**config.mk**
```make
export PLATFORM = sky130hd
export DESIGN_NAME = kci_ctrl
export DESIGN_NICKNAME = d
export VERILOG_FILES = /design/src/kci_pkg.sv /design/src/kci_ctrl.sv
export SDC_FILE = /design/constraint.sdc
export NUM_CORES = 1
export LEC_CHECK = 0
export ABC_AREA = 0
export BUFFER_PORTS_ARGS = -buffer_cell sky130_fd_sc_hd__buf_2
export CAP_MARGIN = 5
export CORE_AREA = 2 2 39 41
export CTS_BUF_LIST = sky130_fd_sc_hd__clkbuf_2 sky130_fd_sc_hd__clkbuf_4 sky130_fd_sc_hd__clkbuf_8
export DETAILED_ROUTE_END_ITERATION = 10
export DIE_AREA = 0 0 41 43
export PLACE_DENSITY = 0.76
export SETUP_SLACK_MARGIN = 0.2
export SLEW_MARGIN = 0
export SYNTH_ARGS = -nofsm -noshare
export SYNTH_HDL_FRONTEND = slang
export SYNTH_SLANG_ARGS = --single-unit
```
**constraint.sdc**
```tcl
create_clock -name clk -period 3.2 [get_ports clk]
set_clock_uncertainty 0.15 [all_clocks]
set_input_delay 0.16 -clock clk [delete_from_list [all_inputs] [get_ports clk]]
set_output_delay 0.16 -clock clk [all_outputs]
set_load 0.02 [all_outputs]
```
**src/kci_pkg.sv**
```systemverilog
package kci_pkg;

  // Field widths
  localparam int VAL_W     = 32;
  localparam int LEN_W     = 8;
  localparam int KEY_W     = 16;
  localparam int CMD_W     = 2;
  localparam int CFG_IDX_W = 1;

  // Clamped key: one sign bit above the key, so that an empty channel gives -1
  localparam int TKEY_W = KEY_W + 1;

  // delta (signed) times frame offset (non-negative), and its magnitude
  localparam int PROD_W     = VAL_W + TKEY_W;
  localparam int DIVIDEND_W = PROD_W - 1;
  localparam int DIV_STEPS  = DIVIDEND_W;

  localparam int DEF_MAX_SEGMENTS = 128;
  localparam int SUM_SEGMENT_CAP  = 100;
  localparam int BIG_TOTAL        = 2000;
  localparam int BIG_TOTAL_KEY    = 100;

  localparam logic [CMD_W-1:0] CMD_CLEAR  = 2'd0;
  localparam logic [CMD_W-1:0] CMD_APPEND = 2'd1;
  localparam logic [CMD_W-1:0] CMD_QUERY  = 2'd2;

  localparam logic [CFG_IDX_W-1:0] CFG_FIXED_MODE  = 1'd0;
  localparam logic [CFG_IDX_W-1:0] CFG_START_VALUE = 1'd1;

  typedef struct packed {
    logic clear;
    logic append;
    logic latch_key;
    logic look;
    logic walk;
    logic mul;
    logic absval;
    logic div_step;
    logic fix;
    logic sum;
    logic out_load;
  } dp_cmd_t;

  typedef struct packed {
    logic hit_cur;
    logic hit_prev;
    logic empty;
    logic walk_more;
    logic len_zero;
  } dp_status_t;

endpackage

```
**src/kci_ctrl.sv**
```systemverilog
module kci_ctrl
  import kci_pkg::*;
(
  input  logic             clk,
  input  logic             rst_n,
  input  logic             in_valid,
  input  logic [CMD_W-1:0] in_cmd,
  output logic             in_stall,
  output logic             out_valid,
  input  logic             out_stall,
  input  dp_status_t       status,
  output dp_cmd_t          cmd
);

  localparam logic [3:0] S_IDLE = 4'd0;
  localparam logic [3:0] S_LOOK = 4'd1;
  localparam logic [3:0] S_READ = 4'd2;
  localparam logic [3:0] S_WALK = 4'd3;
  localparam logic [3:0] S_MUL  = 4'd4;
  localparam logic [3:0] S_ABS  = 4'd5;
  localparam logic [3:0] S_DIV  = 4'd6;
  localparam logic [3:0] S_FIX  = 4'd7;
  localparam logic [3:0] S_SUM  = 4'd8;
  localparam logic [3:0] S_PUT  = 4'd9;

  localparam int DCNT_W = $clog2(DIV_STEPS);
  localparam logic [DCNT_W-1:0] DIV_LAST = DCNT_W'(DIV_STEPS - 1);

  logic [3:0]        state_r, state_nxt;
  logic [DCNT_W-1:0] div_cnt_r;
  logic              out_valid_r;
  logic              slot_free;

  assign in_stall  = (state_r != S_IDLE);
  assign out_valid = out_valid_r;
  assign slot_free = !out_valid_r || !out_stall;

  always_comb begin
    cmd       = '0;
    state_nxt = state_r;
    case (state_r)
      S_IDLE: begin
        if (in_valid) begin
          case (in_cmd)
            CMD_CLEAR:  cmd.clear = 1'b1;
            CMD_APPEND: cmd.append = 1'b1;
            CMD_QUERY: begin
              cmd.latch_key = 1'b1;
              state_nxt     = S_LOOK;
            end
            default: ;
          endcase
        end
      end
      S_LOOK: begin
        cmd.look = 1'b1;
        if (status.hit_cur || status.hit_prev || status.empty) begin
          state_nxt = S_PUT;
        end else begin
          state_nxt = S_READ;
        end
      end
      S_READ: state_nxt = S_WALK;
      S_WALK: begin
        cmd.walk = 1'b1;
        if (status.walk_more) begin
          state_nxt = S_READ;
        end else if (status.len_zero) begin
          state_nxt = S_PUT;
        end else begin
          state_nxt = S_MUL;
        end
      end
      S_MUL: begin
        cmd.mul   = 1'b1;
        state_nxt = S_ABS;
      end
      S_ABS: begin
        cmd.absval = 1'b1;
        state_nxt  = S_DIV;
      end
      S_DIV: begin
        cmd.div_step = 1'b1;
        if (div_cnt_r == DIV_LAST) begin
          state_nxt = S_FIX;
        end
      end
      S_FIX: begin
        cmd.fix   = 1'b1;
        state_nxt = S_SUM;
      end
      S_SUM: begin
        cmd.sum   = 1'b1;
        state_nxt = S_PUT;
      end
      S_PUT: begin
        if (slot_free) begin
          cmd.out_load = 1'b1;
          state_nxt    = S_IDLE;
        end
      end
      default: state_nxt = S_IDLE;
    endcase
  end

  always_ff @(posedge clk) begin
    if (!rst_n) begin
      state_r     <= S_IDLE;
      div_cnt_r   <= '0;
      out_valid_r <= 1'b0;
    end else begin
      state_r <= state_nxt;
      if (cmd.absval) begin
        div_cnt_r <= '0;
      end else if (cmd.div_step) begin
        div_cnt_r <= div_cnt_r + DCNT_W'(1);
      end
      if (cmd.out_load) begin
        out_valid_r <= 1'b1;
      end else if (!out_stall) begin
        out_valid_r <= 1'b0;
      end
    end
  end

endmodule

```
==> flow_summary.json <==
{
  "status": "finished, final reports clean",
  "cts_tree": "done",
  "crit_arrival_ps": 1770,
  "initial_utilization_pct": 46.9,
  "synth.cell_area_sq_um": 649,
  "synthTopCellsByArea": "dfxtp_1 (34%), xor2_1 (5.4%), nor2_1 (5.2%)",
  "finalHoldViolCount": 0,
  "num_antenna_cells": 0,
  "setup_viol": 0,
  "yosys_warnings": 0,
  "io_pins": 24,
  "syn_to_final_growth_pct": 20.6,
  "cp-end-kind": "output pin",
  "synth_adder_area_share_pct": 1.93,
  "synthArstFlopShare_pct": 0,
  "fin_ws_ps": 1120,
  "cts_buffer_depth": 2,
  "grt_max_degree": 14,
  "dp_cells": 111,
  "synth_xor_area_share_pct": 6.74,
  "wl_um": 1400,
  "cts_buffers": 3,
  "synth_compound_area_share_pct": 14.8,
  "synth_top_area_share_pct": 33.9,
  "drtPass1Iterations": 4,
  "cts_root_buf": "clkbuf_4",
  "synth-edff-count": 0,
  "synthesis.instances": 77,
  "stdcell_area_sq_um": 783,
  "whs_ps": 15.8,
  "grt_pass1_wl_um": 2130,
  "fin_setup_tns_ps": 0,
  "dieArea_sq_um": 1760,
  "via_per_inst": 5.65,
  "place_congestion": 0.903,
  "ant_nets": 0,
  "peakVddDrop_uv": 217,
  "drive_above_1_share_pct": 30.3,
  "wl_per_cell_um": 12.1,
  "synth_mux_area_share_pct": 1.54,
  "cts_resized": 0,
  "clk_latency_ps": 270,
  "final_cells": 115,
  "htreeDepth": 1,
  "drt_iter0_markers": 13,
  "placed_cell_area_sq_um": 753,
  "drc": 0,
  "via_count": 650,
  "rows": 14,
  "clock-sinks": 11,
  "rsz0062_at_grt": "no",
  "worstPathMaxFanout": 13,
  "min_path_type": "in -> reg",
  "cp.required_ps": 2890,
  "r2r_slack_ps": 1510,
  "core_sq_um": 1380,
  "synth.avg_cell_area_sq_um": 8.43,
  "tightest_slew_ps": 426,
  "worstHoldPathCells": 2,
  "slew_viol_final": 0,
  "yosys.area_share.simple_pct": 35.6,
  "post_cts_buffers": 0,
  "dieHeight_um": 43,
  "holdPathEnd": "state_r[0]",
  "clock.fmax_mhz": 481,
  "drv_cap": 0,
  "period_needed_ps": 2080,
  "synth_seq_cells": 11,
  "min_from": "rst_n",
  "postCtsHoldBufs": 0,
  "yosysSeqAreaShare_pct": 33.9,
  "synthTopCellsByCount": "dfxtp_1 (11), nor2_1 (9)",
  "r2r_start": "state_r[2]",
  "grt_util_all_layers_pct": 18.6,
  "fin_nets": 112,
  "p_leak_nw": 0.380,
  "portBuffers": 23,
  "path_clk_slew_ps": 70,
  "synth_top_family_by_area": "simple AND/OR/NAND/NOR gates",
  "power.density_nw_per_um2": 363,
  "dp_hpwl_um": 1060,
  "worst_slew_margin_rel_pct": 71.4,
  "yosysTopAreaCell": "dfxtp_1",
  "start_kind": "register",
  "reg2reg_depth": 4,
  "dpl_worst_slack_ps": 1420,
  "antenna_found_initial": 0,
  "grt_pass1_vias": 517,
  "synth_ff_type": "dfxtp_1",
  "synth.most_common_cell": "dfxtp_1",
  "critPathKind": "reg -> out",
  "grt_overflow": 0,
  "period_share_pct": 64.9,
  "die_x_um": 41,
  "r2r_end": "state_r[3]",
  "synth.distinct_cells": 35,
  "synth_nets": 89
}
==> through the flow <==
stage / power, mW / util, %
4_1_cts: 0.290 / 56.6
3_3_place_gp: 0.183 / 54.4
2_1_floorplan: 0.170 / -
6_report: 0.284 / 56.6
3_5_place_dp: 0.184 / 54.4
5_1_grt: 0.302 / 56.6
==> cell families after synthesis <==
| family | Yosys count |
|---|---|
| AOI/OAI and AO/OA | 15 |
| xor gates and xnor gates | 5 |
| adders and majority gates | 1 |
| buffers and inverters | 6 |
| DFF | 11 |
| muxes | 1 |
| and+or+nand+nor | 38 |
==> worst max-delay path by stage <==
stage	endpoint	start	slack (ps)
3_3_place_gp	cmd[9]	state_r[2]	1480
3_5_place_dp	cmd[10]	state_r[2]	1420
6_report	cmd[10]	state_r[2]	1120
4_1_cts	cmd[10]	state_r[2]	1110
2_1_floorplan	cmd[9]	state_r[3]	1450
5_1_grt	cmd[10]	state_r[2]	1010
==> layer usage <==
metal  wire [um]  part of all wire (%)  vias up  track usage [%]
li1            -                     -      325                -
met1         607                    43      286             23.9
met2         653                    47       31             24.7
met3         102                   7.3        8             6.28
met4          32                   2.3        0             13.3
met5           0                     0        -                0
==> placed cells by master, fill, tap and decap left out, types with 2 or more instances in the layout <==
master    instances
nor3_1            4
a21oi_1           4
and2b_1           2
buf_2            23
xor2_1            4
nand2_1           4
dfxtp_1          11
nor2_1            9
nand3b_1          2
nand4_1           3
o21ai_0           3
clkbuf_4          4
nand2b_1          3
o21ai_1           2
==> state kept, by name, indices dropped and copies added, names as in the netlist <==
signal and cells:
div_cnt_r 6, out_valid 1, state_r 4
==> cell type report <==
| cell class | instances | area (sq um) |
|---|---|---|
| flip-flops and latches | 11 | 220 |
| fillers | 134 | 601 |
| repair buffers | 23 | 115 |
| inverters | 1 | 3.75 |
| well taps | 16 | 20.0 |
| clock buffers | 4 | 30.0 |
| multi-input cells | 60 | 394 |
==> critical path: stages, from the launching register on <==
cell	delay (ps)
dfxtp_1	420
or4_4	580
nor3b_2	210
and2b_1	140
buf_2	150
==> power by group <==
group	internal, mW	switching [mW]	total [mW]
sequential	0.138	0.00377	0.142
clock	0.0568	0.0461	0.103
combinational	0.0177	0.0212	0.0389
Power figures use the tool's default switching activity.
